File: config.mk
export PLATFORM = sky130hd
export DESIGN_NAME = dcf_cell
export DESIGN_NICKNAME = d
export VERILOG_FILES = /design/src/sv/dcf_pkg.sv /design/src/sv/dcf_cell.sv
export SDC_FILE = /design/constraint.sdc
export NUM_CORES = 1
export LEC_CHECK = 0
export ABC_AREA = 1
export BUFFER_PORTS_ARGS = -buffer_cell sky130_fd_sc_hd__clkbuf_2
export CAP_MARGIN = 20
export CORE_UTILIZATION = 42
export CTS_CLUSTER_SIZE = 8
export DETAILED_ROUTE_END_ITERATION = 16
export MAX_ROUTING_LAYER = met4
export PLACE_DENSITY = 0.8
export SLEW_MARGIN = 15
export SYNTH_ARGS = -nofsm -noshare
export SYNTH_HDL_FRONTEND = slang
export SYNTH_SLANG_ARGS = --single-unit
File: constraint.sdc
create_clock -name clk -period 1.8 [get_ports clk]
set_input_delay 0.27 -clock clk [delete_from_list [all_inputs] [get_ports clk]]
set_output_delay 0.27 -clock clk [all_outputs]
set_load 0.005 [all_outputs]
File: src/sv/dcf_pkg.sv
// Shared constants and control types of the decimating complex FIR.
// No dependencies; imported by every module of the block.
`timescale 1ns / 1ps

package dcf_pkg;

  // parameter defaults
  localparam int MAX_TAPS_DEF     = 64;
  localparam int SAMPLE_WIDTH_DEF = 16;
  localparam int TAP_WIDTH_DEF    = 16;

  // fixed field and register widths
  localparam int CFG_W     = 7;
  localparam int TAP_IDX_W = 6;
  localparam int PHASE_W   = 6;
  localparam int ADDR_W    = 3;
  localparam int DATA_W    = 32;

  // decimation limits and register reset values
  localparam logic [CFG_W-1:0] DECIM_MIN   = 7'd2;
  localparam logic [CFG_W-1:0] DECIM_MAX   = 7'd64;
  localparam logic [CFG_W-1:0] DECIM_RESET = 7'd2;
  localparam logic [CFG_W-1:0] TAPS_RESET  = 7'd64;

  // register select (address bit 2)
  localparam logic REG_DECIMATION = 1'b0;
  localparam logic REG_TAP_COUNT  = 1'b1;

  // item operations
  localparam logic OP_SAMPLE   = 1'b0;
  localparam logic OP_TAP_LOAD = 1'b1;

  // controls broadcast to every cell of the ring
  typedef struct packed {
    logic shift;     // new sample enters cell 0, history moves up
    logic rotate;    // ring turns by one towards cell 0
    logic tap_load;  // one cell takes tap_value
  } ring_ctrl_t;

  // controls of the shared multiply-accumulate unit
  typedef struct packed {
    logic clear;     // start a new sum
    logic mul_en;    // register the product of cell 0
    logic acc_en;    // add the registered product
    logic keep;      // current product lies inside the tap count
  } mac_ctrl_t;

endpackage

File: src/sv/dcf_cell.sv
// One ring cell: holds one complex history sample and one tap coefficient.
// Depends on dcf_pkg.
`timescale 1ns / 1ps

module dcf_cell import dcf_pkg::*; #(
  parameter int SAMPLE_WIDTH = SAMPLE_WIDTH_DEF,
  parameter int TAP_WIDTH    = TAP_WIDTH_DEF,
  parameter int INDEX        = 0
) (
  input  logic                           clk,
  input  logic                           rst_n,
  input  ring_ctrl_t                     ctrl,
  input  logic        [TAP_IDX_W-1:0]    tap_index,
  input  logic signed [TAP_WIDTH-1:0]    tap_value,
  input  logic signed [SAMPLE_WIDTH-1:0] shift_re,
  input  logic signed [SAMPLE_WIDTH-1:0] shift_im,
  input  logic signed [SAMPLE_WIDTH-1:0] rot_re,
  input  logic signed [SAMPLE_WIDTH-1:0] rot_im,
  input  logic signed [TAP_WIDTH-1:0]    rot_tap,
  output logic signed [SAMPLE_WIDTH-1:0] smp_re,
  output logic signed [SAMPLE_WIDTH-1:0] smp_im,
  output logic signed [TAP_WIDTH-1:0]    tap
);

  logic signed [SAMPLE_WIDTH-1:0] re_r;
  logic signed [SAMPLE_WIDTH-1:0] im_r;
  logic signed [TAP_WIDTH-1:0]    tap_r;
  logic                           load;

  // this cell's tap position addressed
  assign load = ctrl.tap_load && (int'(tap_index) == INDEX);

  // sample history: zero from reset; shift and rotate never coincide
  always_ff @(posedge clk) begin
    if (!rst_n) begin
      re_r <= '0;
      im_r <= '0;
    end else begin
      if (ctrl.shift) begin
        re_r <= shift_re;
        im_r <= shift_im;
      end else if (ctrl.rotate) begin
        re_r <= rot_re;
        im_r <= rot_im;
      end
    end
  end

  // coefficient: undefined until loaded; loads only while the ring is still
  always_ff @(posedge clk) begin
    if (load) begin
      tap_r <= tap_value;
    end else if (ctrl.rotate) begin
      tap_r <= rot_tap;
    end
  end

  assign smp_re = re_r;
  assign smp_im = im_r;
  assign tap    = tap_r;

endmodule

# ---- Yosys cells after proc, flatten, opt, wreduce, memory -nomap -nowiden
# Index checks and enable logic that the tools add are counted.
dict set report totals {
  reg_bits 48
  input_bits 107
  output_inout_bits 48
  word_cells 13
}
dict set report classes {
  n_mux 6
  reduce_logical 4
}
# cell n
set op_table {}
lappend op_table {{$mux 16} 6}
lappend op_table {{$logic_not 6->1} 1}
lappend op_table {{$reduce_bool 2->1} 2}
lappend op_table {{$logic_and 1x1->1} 1}

# ---- Logic depth before layout (Yosys ltp)
dict set report logic_depth {
  word_depth 3
  ltp_mapped 7
  ltp_nobuf 6
}

# ---- Least setup slack after synthesis
# OpenSTA, ideal clock, no wires.
dict set report synth_timing {
  kind {in2reg}
  from {input tap_index[3]}
  to {register tap_r[0], in the netlist tap[0], enable pin}
  setup_time_ns 0.372
  arrival_ns 1.117
  required_time_ns 1.428
  path_slack_ns 0.311
  stages 6
  path_buffers 1
  path_cell_list {inv_1 > nand2_1 > nor2_1 > nand2_2 > buf_2 > nand2_1}
}
dict set report synth_between {
  elab_chain_len 3
}
# element line_no
set synth_rtl {}
lappend synth_rtl {{from (decl)} dcf_cell.sv:13} ;# input logic [TAP_IDX_W-1:0] tap_index,
lappend synth_rtl {{$logic_not 6->1} dcf_cell.sv:31} ;# assign load = ctrl.tap_load && (int'(tap_index) == INDEX);
lappend synth_rtl {{$logic_and 1x1->1} dcf_cell.sv:31}
lappend synth_rtl {{$reduce_bool 2->1 (no source line)} -}
lappend synth_rtl {{to (signal assigned)} dcf_cell.sv:52} ;# tap_r <= tap_value;
lappend synth_rtl {{to (signal assigned)} dcf_cell.sv:54} ;# tap_r <= rot_tap;
lappend synth_rtl {{to (decl)} dcf_cell.sv:27} ;# logic signed [TAP_WIDTH-1:0] tap_r;
# Every way passes these cells.
# A chain may end at the register's enable or synchronous reset.

# ---- Worst setup path after layout
dict set report layout_timing {
  from {input tap_index[3]}
  to {register tap_r[10], in the netlist tap[10], enable pin}
}
# The elaborated chain is that of the path after synthesis.

==> summary.md <==
| Metric | Value |
|---|---|
| Synth Cell Area | approximately 2400 um^2 |
| Fin worst setup slack | about 690 ps |
| Peak VDD IR | roughly 0.39 mV |
| Largest net degree at the start of global routing | 33 |
| # rows | 26 |
| Largest fanout on the critical path | 17 |
| Fin Hold WS | ~250 ps |
| Worst Tran Pin Value | between 600 and 700 ps |
| Port bufs | around 150 |
| Synth cell types | 14 |
| Clock buffer depth | 2 |
| Root buffer cell | clkbuf_8 |
| IO Pins | between 150 and 200 |
| Final HPWL DP | ~4.7 mm |
| Part of the cycle the worst path needs | between 60 and 70% |
| H-tree levels | 2 |
| Antenna-violating nets left | 0 |
| Worst path arrival time | ~1100 ps |
| Drt initial violations | 77 |
| Worst hold path class | primary input to flip-flop |
| Type of origin of the critical path | primary input |
| Mean Syn Cell Area | between 7 and 8 um^2 |
| Total gr overflow | 0 |
| Fin Setup TNS | 0 ps |
| CTS Buf Count | 5 |
| Synth area leaders | dfxtp_1, nand2_1, edfxtp_1 |
| Setup-failing EPs final | 0 |
| CTS tree | built |
| Post-route cell area | 3204 um^2 |
| Commonest cells post-synth | nand2_1, nand3_1, inv_1, dfxtp_1, edfxtp_1 |
| # Post-CTS Setup Buffers | 0 |
| Worst slew margin | approximately 59% |
| Kind of end point of the critical path | flip-flop |
| Total GRT Usage | between 20 and 25% |
| Routability cong. | between 0.7 and 0.8 |
| Cell Area, Placed | ~3100 um^2 |
| Via count of the first global-routing pass | roughly 2400 |
| Yosys reg bits | 48 |
| Die outline area | 5916 um^2 |
| Max-cap violations | 0 |
| Synth Warn # | 0 |
| Fmax | 899.2 MHz |
| Post-synth EDFFs | 16 |
| Layout Nets | between 500 and 600 |
| Pwr Total | 0.002238 W |
| P&R area growth vs syn | 35.93% |
| Final hold vios | 0 |
| Async SR Flop Fraction | 0% |
| Area of the core | 5270 um^2 |
| Hold buffer count at cts | 0 |
| Routed wire per std cell | about 11 um |
| Leakage | approximately 1.9 nW |
| Outcome | finished clean |
| Drt pass-1 iters | 4 |
| Post-synth top area cell | dfxtp_1 |
| Max-slew violation count | 0 |
| Die width | about 77 um |
| Power Dens Cells | 698.3 nW/um^2 |
| Share of the synthesized area in the top cell type | 27.18% |
| Most used DFF post-synth | dfxtp_1 |
| Global-route wire length before repair | 10.08 mm |
| Reg clk slew, reported paths | around 80 ps |
| Sequential-to-total area share from yosys stat | a little under half |
| DRC viols | 0 |
| DR vias/cell | between 4 and 5 |
| Antenna violations before repair | 0 |
| Final worst path period need | 1112 ps |
| DIE HEIGHT | just under 80 um |
| Most common cell in the netlist | nand2_1 |
| Critical path type | primary input to flip-flop |
| Vias | between 2000 and 3000 |
| Critical Path RT | ~1800 ps |
| Initial Utilization | between 40% and 50% |
| Instance count of the mapped netlist | 330 |
| Post-CTS sizing | 0 |
| Clk Latency, worst-skew pair | between 200 and 300 ps |
| Clock Sinks | 48 |
| Routed wire length | ~6 mm |
| Place WS | slightly below 400 ps |
| Syn Nets | between 400 and 500 |
| Share of cells above drive strength 1 | a little over a third |
| RSZ-0062 raised after global routing | false |
| Ant. Diodes | 0 |
| Layout Skew | 0 ps |
## report_power, final
group / leakage, nW / internal, W / switching, W / total, W
combinational: 1.48 / 0.000202 / 0.000216 / 0.000418
sequential: 0.422 / 0.00120 / 0.0000324 / 0.00123
clock: 0.0399 / 0.000271 / 0.000317 / 0.000588
## placed cells by master (no fill, tap or decap)
master and n:
buf_4 5, clkbuf_1 2, clkbuf_2 154, clkbuf_8 5, clkinv_1 1, dfxtp_1 32
edfxtp_1 16, inv_1 39, inv_2 2, nand2_1 135, nand2_2 1, nand3_1 80
nor2_1 2, nor2_2 2, nor2_8 1
## layer usage
layer  GRT usage, %  vias to the layer above  wire length (um)
met4          6.154                        0                36
li1               -                     1319                 -
met3          4.524                        4               455
met1          24.72                     1120              2504
met5              -                        -                 0
met2          38.30                      113              3023
## metrics by stage
step	instances	utilization, %
2_1_floorplan	330	-
4_1_cts	547	60.80
6_report	547	60.80
3_5_place_dp	539	59.28
3_3_place_gp	539	59.28
5_1_grt	547	60.80
## cell type report
type	instances	area, um^2
Fill cell	497	2066
Sequential cell	48	1121
Multi-Input combinational cell	221	953.4
Timing Repair Buffer	159	808.3
Inverter	41	153.9
Tap cell	70	87.58
Clock buffer	7	76.32
Clock inverter	1	3.754
## worst max-delay path, cell delays in order
cell and delay [ps]:
clkbuf_2 80, inv_1 70, nand2_1 60, nor2_1 110
nand2_2 210, nand2_1 150, buf_4 170
## cell families after synthesis
logic type	synth area share, %
buffers and inverters	12.00
and+or+nand+nor	40.45
DFF	47.56
## worst paths after layout
path	slack (ps)	to	startpoint	cells after the start
max	690	tap[10]$_DFFE_PP_	tap_index[3]	7
min	250	tap[11]$_DFFE_PP_	rot_tap[11]	3
max reg2reg	1130	smp_im[15]$_SDFFE_PN0P_	smp_im[15]$_SDFFE_PN0P_	4
min reg2reg	540	smp_im[8]$_SDFFE_PN0P_	smp_im[8]$_SDFFE_PN0P_	4
## state kept, by name (all words and copies together), names as in the netlist
| signal | cells |
|---|---|
| tap | 16 |
| smp_re | 16 |
| smp_im | 16 |
No activity file was read; power rests on OpenSTA's default activity.
