File: src/sv/dcf_pkg.sv
// Shared constants and control types of the decimating complex FIR.
// No dependencies; imported by every module of the block.
`timescale 1ns / 1ps

package dcf_pkg;

  // parameter defaults
  localparam int MAX_TAPS_DEF     = 64;
  localparam int SAMPLE_WIDTH_DEF = 16;
  localparam int TAP_WIDTH_DEF    = 16;

  // fixed field and register widths
  localparam int CFG_W     = 7;
  localparam int TAP_IDX_W = 6;
  localparam int PHASE_W   = 6;
  localparam int ADDR_W    = 3;
  localparam int DATA_W    = 32;

  // decimation limits and register reset values
  localparam logic [CFG_W-1:0] DECIM_MIN   = 7'd2;
  localparam logic [CFG_W-1:0] DECIM_MAX   = 7'd64;
  localparam logic [CFG_W-1:0] DECIM_RESET = 7'd2;
  localparam logic [CFG_W-1:0] TAPS_RESET  = 7'd64;

  // register select (address bit 2)
  localparam logic REG_DECIMATION = 1'b0;
  localparam logic REG_TAP_COUNT  = 1'b1;

  // item operations
  localparam logic OP_SAMPLE   = 1'b0;
  localparam logic OP_TAP_LOAD = 1'b1;

  // controls broadcast to every cell of the ring
  typedef struct packed {
    logic shift;     // new sample enters cell 0, history moves up
    logic rotate;    // ring turns by one towards cell 0
    logic tap_load;  // one cell takes tap_value
  } ring_ctrl_t;

  // controls of the shared multiply-accumulate unit
  typedef struct packed {
    logic clear;     // start a new sum
    logic mul_en;    // register the product of cell 0
    logic acc_en;    // add the registered product
    logic keep;      // current product lies inside the tap count
  } mac_ctrl_t;

endpackage

File: src/sv/dcf_mac.sv
// Shared complex-by-real multiply-accumulate with round and saturate.
// Depends on dcf_pkg.
`timescale 1ns / 1ps

module dcf_mac import dcf_pkg::*; #(
  parameter int SAMPLE_WIDTH = SAMPLE_WIDTH_DEF,
  parameter int TAP_WIDTH    = TAP_WIDTH_DEF,
  parameter int MAX_TAPS     = MAX_TAPS_DEF
) (
  input  logic                           clk,
  input  logic                           rst_n,
  input  mac_ctrl_t                      ctrl,
  input  logic signed [SAMPLE_WIDTH-1:0] x_re,
  input  logic signed [SAMPLE_WIDTH-1:0] x_im,
  input  logic signed [TAP_WIDTH-1:0]    tap,
  output logic signed [SAMPLE_WIDTH-1:0] res_re,
  output logic signed [SAMPLE_WIDTH-1:0] res_im
);

  localparam int PW = SAMPLE_WIDTH + TAP_WIDTH;
  localparam int AW = PW + $clog2(MAX_TAPS);

  localparam logic signed [AW-1:0] RND_HALF = AW'(64'sd1 <<< (TAP_WIDTH - 2));
  localparam logic signed [AW-1:0] SAT_HI   = AW'((64'sd1 <<< (SAMPLE_WIDTH - 1)) - 64'sd1);
  localparam logic signed [AW-1:0] SAT_LO   = AW'(-(64'sd1 <<< (SAMPLE_WIDTH - 1)));

  logic signed [PW-1:0] prod_re_r;
  logic signed [PW-1:0] prod_im_r;
  logic                 prod_ok_r;
  logic signed [AW-1:0] acc_re_r;
  logic signed [AW-1:0] acc_im_r;

  // round half up to the sample format, then clamp
  function automatic logic signed [SAMPLE_WIDTH-1:0] round_sat(input logic signed [AW-1:0] a);
    logic signed [AW-1:0] rnd;
    logic signed [AW-1:0] shf;
    rnd = a + RND_HALF;
    shf = rnd >>> (TAP_WIDTH - 1);
    if (shf > SAT_HI) begin
      return SAT_HI[SAMPLE_WIDTH-1:0];
    end else if (shf < SAT_LO) begin
      return SAT_LO[SAMPLE_WIDTH-1:0];
    end
    return shf[SAMPLE_WIDTH-1:0];
  endfunction

  // product stage
  always_ff @(posedge clk) begin
    if (ctrl.mul_en) begin
      prod_re_r <= tap * x_re;
      prod_im_r <= tap * x_im;
    end
  end

  always_ff @(posedge clk) begin
    if (!rst_n) begin
      prod_ok_r <= 1'b0;
    end else if (ctrl.clear) begin
      prod_ok_r <= 1'b0;
    end else if (ctrl.mul_en) begin
      prod_ok_r <= ctrl.keep;
    end
  end

  // accumulate stage
  always_ff @(posedge clk) begin
    if (ctrl.clear) begin
      acc_re_r <= '0;
      acc_im_r <= '0;
    end else if (ctrl.acc_en && prod_ok_r) begin
      acc_re_r <= acc_re_r + AW'(prod_re_r);
      acc_im_r <= acc_im_r + AW'(prod_im_r);
    end
  end

  assign res_re = round_sat(acc_re_r);
  assign res_im = round_sat(acc_im_r);

endmodule

File: config.mk
export PLATFORM = sky130hd
export DESIGN_NAME = dcf_mac
export DESIGN_NICKNAME = d
export VERILOG_FILES = /design/src/sv/dcf_pkg.sv /design/src/sv/dcf_mac.sv
export SDC_FILE = /design/constraint.sdc
export NUM_CORES = 2
export LEC_CHECK = 0
export BUFFER_PORTS_ARGS = -buffer_cell sky130_fd_sc_hd__buf_2
export CORE_MARGIN = 5
export CORE_UTILIZATION = 55
export DETAILED_ROUTE_END_ITERATION = 8
export PLACE_DENSITY_LB_ADDON = 0.1
export SYNTH_ARGS = -nofsm -noshare
export SYNTH_HDL_FRONTEND = slang
export SYNTH_SLANG_ARGS = --single-unit
File: constraint.sdc
create_clock -name clk -period 8.5 [get_ports clk]
set_input_delay 2.125 -clock clk [delete_from_list [all_inputs] [get_ports clk]]
set_output_delay 2.125 -clock clk [all_outputs]
set_load 0.01 [all_outputs]
## Word-level counts from Yosys, hierarchy flattened

Cells that the tools add are included.

| word-level totals | value |
|---|---|
| flip-flop bits (word level) | 141 |

| operators by class | value |
|---|---|
| magnitude comparators | 4 |
| bitwise gates (word level) | 1 |
| reduce and logical (&&, ||, !) cells | 2 |
| multiply operators | 2 |
| mux-type cells | 10 |
| $add $sub $neg | 4 |

Operator list:

| cell | count |
|---|---|
| $mux W16 | 6 |
| $add A38 B16 Y38 const B | 2 |
| $add A38 B32 Y38 | 2 |
| $mul A16 B16 Y32 | 2 |
| $gt A23 B16 Y1 const B | 2 |
| $lt A23 B16 Y1 const B | 2 |
| $mux W1 | 4 |
| $reduce_or A2 Y1 | 1 |
| $logic_and A1 B1 Y1 | 1 |
| $not A1 Y1 | 1 |

## Logic depth before layout (Yosys ltp)

| logic depth | value |
|---|---|
| depth after elaboration | 5 |
| gate-level depth with buffers | 25 |
| gate-level depth less buffers | 24 |

## Worst setup path before layout

OpenSTA, ideal clock, no wires.

| timing | value |
|---|---|
| kind | input-to-reg |
| start | in tap[15] |
| end | reg prod_re_r[30], data pin |
| setup time | 258 ps |
| arrival time | 7674 ps |
| path slack | 568 ps |
| stages on the path | 22 |
| buffers on the path | 1 |
| required time | 8242 ps |
| cells stage by stage | clkbuf_1 > nand2_1 > inv_1 > fa_1 > fa_1 > fa_1 > fa_1 > fa_1 > inv_1 > fa_1 > inv_1 > ha_1 > a21o_1 > a21oi_1 > nor2b_1 > o21ai_0 > nand2b_1 > o31a_1 > nor3_1 > o21bai_1 > a21oi_1 > xnor2_1 |

| between the ends | value |
|---|---|
| word-level cells in the longest chain between the ends | 1 |

RTL lines:

| element | RTL line | text |
|---|---|---|
| start: declaration | dcf_mac.sv:15 | `input logic signed [TAP_WIDTH-1:0] tap,` |
| $mul A16 B16 Y32 | dcf_mac.sv:50 | `prod_re_r <= tap * x_re;` |
| end signal: assignment | dcf_mac.sv:50 |  |
| end: declaration | dcf_mac.sv:27 | `logic signed [PW-1:0] prod_re_r;` |

No other way between the ends.
A chain may end at the register's enable or synchronous reset.

## Final worst setup path

| timing | value |
|---|---|
| start | in tap[15] |
| end | reg prod_im_r[24], data pin |

| between the ends | value |
|---|---|
| word-level cells in the longest chain between the ends | 1 |

RTL lines:

| element | RTL line | text |
|---|---|---|
| $mul A16 B16 Y32 | dcf_mac.sv:51 | `prod_im_r <= tap * x_im;` |
| end signal: assignment | dcf_mac.sv:51 |  |
| end: declaration | dcf_mac.sv:28 | `logic signed [PW-1:0] prod_im_r;` |

No other way between the ends.

==> reports/summary.txt <==
==================================================================================================
Outcome                                                                               finished clean
Fraction of final layout cells sized beyond drive strength 1                                0.0599
Synth Warn #                                                                                     0
Top post-synthesis cells by area                                                      sky130_fd_sc_hd__fa_1, sky130_fd_sc_hd__ha_1, sky130_fd_sc_hd__inv_1
Total wire length after detailed routing                                                 68,900 um
Critical path capture point type                                                         flip-flop
Number of buffers added by the clock tree synthesis step                                        17
Via count                                                                                   21,776
Wire length of the first global-routing pass                                            116,000 um
Final antenna-violating net count                                                                0
Count of boundary I/O pins                                                                      86
Area of combinational cells with multiple inputs                                       22,600 um^2
Count of flip-flops with a built-in enable after synthesis                                      64
Clock transition time at the flip-flop clock pins of the worst setup and hold paths          70 ps
Site row count                                                                                  83
Max Cap Violations                                                                               0
Post-Syn Nets                                                                                4,023
Routability congestion estimate from global placement                                        0.895
Avg Synthesized Cell Area                                                                8.98 um^2
Number of antenna violations at the first check in global routing                                1
Clock Root Buffer                                                                     sky130_fd_sc_hd__clkbuf_16
# placed instances                                                                           3,901
Type of the worst setup path                                                                in2reg
Total number of nets in the final design                                                     4,060
Worst rel slew slack                                                                         0.404
Flop and latch count out of synthesis                                                          141
Number of library cell types mapped by synthesis                                                79
Number of DRC violations after detailed routing                                                  0
Slew Limit Fails                                                                                 0
Unrepaired setup endpoints after global routing                                                 no
Global router's overall resource usage                                                       0.250
Leading cell type in the layout, fill and taps excluded                               sky130_fd_sc_hd__inv_1
Routing usage on met1                                                                        0.349
Setup repair bufs after CTS                                                                      0
Endpoints failing setup                                                                          0
Quantity of I/O buffers inserted on ports                                                       85
Number of cells produced by synthesis                                                        3,203
Number of hold buffers added after cts                                                           0
Largest net degree at the start of global routing                                               72
Number of detailed-route iterations in the first pass                                            6
Tightest Hold Check Type                                                                   reg2reg
Setup TNS                                                                                     0 ps
Flip-flop cell with the highest count after synthesis                                 sky130_fd_sc_hd__dfxtp_1
Most area-hungry cell type in the Yosys netlist                                       sky130_fd_sc_hd__fa_1
Worst-Skew Late Latency                                                                     440 ps
Die Span Y                                                                                  239 um
Final design utilization                                                                     0.593
Tcrit/Tclk final                                                                             0.949
Met3 capacity usage during global routing                                                   0.0306
DRC marker count from the first detailed-route iteration                                     1,455
Placeable core area                                                                    51,500 um^2
CTS tree                                                                                     built
Final-layout fill cell count                                                                 4,619
FFs w/ async S/R, synth                                                                          0
Sequential element share of the synthesized area                                             0.120
Critical path startpoint category                                                       input port
Minimum clock period after layout                                                          8070 ps
Synth-to-layout area growth                                                                  6.21%
Met2 demand-to-capacity share in global routing                                              0.424
Worst endpoint required time                                                               8700 ps
Number of hold-slack violations in the final timing report                                       0
Initial Util                                                                                 0.558
Cell area after synthesis                                                              28,800 um^2
Final worst clock skew                                                                     13.1 ps
Die Width                                                                                   239 um
Most frequent cells in the layout                                                     sky130_fd_sc_hd__inv_1, sky130_fd_sc_hd__fa_1, sky130_fd_sc_hd__nand2_1
Portion of synthesized cell area occupied by the leading cell type                           0.366
Total global routing overflow                                                                    0
Max clock buf depth                                                                              2
Number of global-route vias before repair                                                   23,050
Worst-margin pin slew                                                                       890 ps
Final Non-Filler Cells                                                                       3,936
WL per Instance                                                                            17.5 um
Max Fanout on Critical Path                                                                     20
Most Crowded Layer GR                                                                         met2
Worst R2R Setup Slack                                                                      4790 ps
CTS HTree Levels                                                                                 4
Final HPWL from detailed placement                                                       56,600 um
CTS sink cnt                                                                                   141
Number of resized instances in the post-cts repair step                                          0
Die area                                                                               57,000 um^2
Storage element area                                                                     3460 um^2
Vias per Instance                                                                             5.53
Highest Clock Rate                                                                         124 MHz
Data arrival time at the worst-slack endpoint                                              8270 ps
==================================================================================================
[worst max-delay path, stage by stage]
cell                       delay, ps
sky130_fd_sc_hd__buf_2           400
sky130_fd_sc_hd__nand2_1         210
sky130_fd_sc_hd__inv_1           170
sky130_fd_sc_hd__fa_1            420
sky130_fd_sc_hd__inv_1            90
sky130_fd_sc_hd__fa_1            410
sky130_fd_sc_hd__fa_1            510
sky130_fd_sc_hd__inv_1            50
sky130_fd_sc_hd__fa_1            520
sky130_fd_sc_hd__fa_1            500
sky130_fd_sc_hd__inv_1            50
sky130_fd_sc_hd__fa_1            480
sky130_fd_sc_hd__inv_1            40
sky130_fd_sc_hd__ha_1            380
sky130_fd_sc_hd__nand3_1         130
sky130_fd_sc_hd__nor2_1          290
sky130_fd_sc_hd__nand2_1         110
sky130_fd_sc_hd__a211oi_2        290
sky130_fd_sc_hd__buf_4           180
sky130_fd_sc_hd__o21a_1          230
sky130_fd_sc_hd__o31ai_1         130
sky130_fd_sc_hd__a21oi_1         230
sky130_fd_sc_hd__o21a_1          140
sky130_fd_sc_hd__nor2_1           50
sky130_fd_sc_hd__xnor2_1         120
[routing by layer]
layer / up-vias / wire length (um)
li1: 10145 / -
met1: 10969 / 30500
met5: - / 0
met3: 84 / 3810
met2: 578 / 33300
met4: 0 / 1320
[path summary, 6_finish.rpt]
path	startpoint	to	depth (start not counted)
setup / recovery	tap[15]	prod_im_r[24]$_DFFE_PP_	25
hold / removal	acc_im_r[12]$_SDFFE_PP0P_	acc_im_r[12]$_SDFFE_PP0P_	2
setup reg to reg	acc_im_r[16]$_SDFFE_PP0P_	acc_im_r[37]$_SDFFE_PP0P_	12
hold reg to reg	acc_im_r[12]$_SDFFE_PP0P_	acc_im_r[12]$_SDFFE_PP0P_	2
[Yosys cell counts, types with 7 or more instances]
cell type                   count
sky130_fd_sc_hd__nand2b_1      22
sky130_fd_sc_hd__a211oi_1      14
sky130_fd_sc_hd__fa_1         526
sky130_fd_sc_hd__and3_1        27
sky130_fd_sc_hd__a21o_1        57
sky130_fd_sc_hd__o21a_1        18
sky130_fd_sc_hd__nand4_1       18
sky130_fd_sc_hd__nand2_1      395
sky130_fd_sc_hd__o21ai_0      105
sky130_fd_sc_hd__inv_1        590
sky130_fd_sc_hd__xor2_1        49
sky130_fd_sc_hd__o21bai_1      22
sky130_fd_sc_hd__clkbuf_1     103
sky130_fd_sc_hd__or3_1          7
sky130_fd_sc_hd__nor3_1        31
sky130_fd_sc_hd__o2111ai_1      7
sky130_fd_sc_hd__a21oi_1      157
sky130_fd_sc_hd__xnor2_1      112
sky130_fd_sc_hd__dfxtp_1       77
sky130_fd_sc_hd__edfxtp_1      64
sky130_fd_sc_hd__and2_1       255
sky130_fd_sc_hd__nor2b_1       20
sky130_fd_sc_hd__buf_1          8
sky130_fd_sc_hd__nand3_1       52
sky130_fd_sc_hd__nor2_1       105
sky130_fd_sc_hd__a31oi_1       11
sky130_fd_sc_hd__ha_1         240
[cell type report]
cell class / instances / share of cell area
well taps: 680 / 0.0279
multi-input cells: 2352 / 0.739
diodes: 3 / 0.000246
flip-flops and latches: 141 / 0.113
clock inverters: 12 / 0.00365
clock buffers: 20 / 0.0150
repair buffers: 138 / 0.0282
inverters: 590 / 0.0725
[kinds of logic (layout without fill, tap and decap cells)]
family | Yosys count | after routing | share of synthesized area
flops | 141 | 141 | 0.120
simple gates | 964 | 964 | 0.164
buf+inv | 710 | 760 | 0.0947
fa+ha+maj | 766 | 766 | 0.471
compound gates | 459 | 459 | 0.100
other cells | 0 | 3 | 0
mux | 2 | 2 | 0.000740
xor+xnor | 161 | 161 | 0.0490
[per-stage QoR]
stage | setup WS [ps] | cell area, um^2 | hold WS [ps]
finish | 430 | 30500 | 454
global route | 65.2 | 30500 | 471
CTS | 310 | 30500 | 459
detailed placement | -97.3 | 30000 | 451
global placement | 50.0 | 30000 | 442
floorplan | 568 | 28800 | 433
[sequential cells by signal, summed over array words and instances (netlist names)]
name       count
acc_im_r      38
acc_re_r      38
prod_im_r     32
prod_re_r     32
prod_ok_r      1
Power is left out: the tool's default activity adds up to more than one toggle a clock period on the data nets, which glitch-free logic cannot reach.
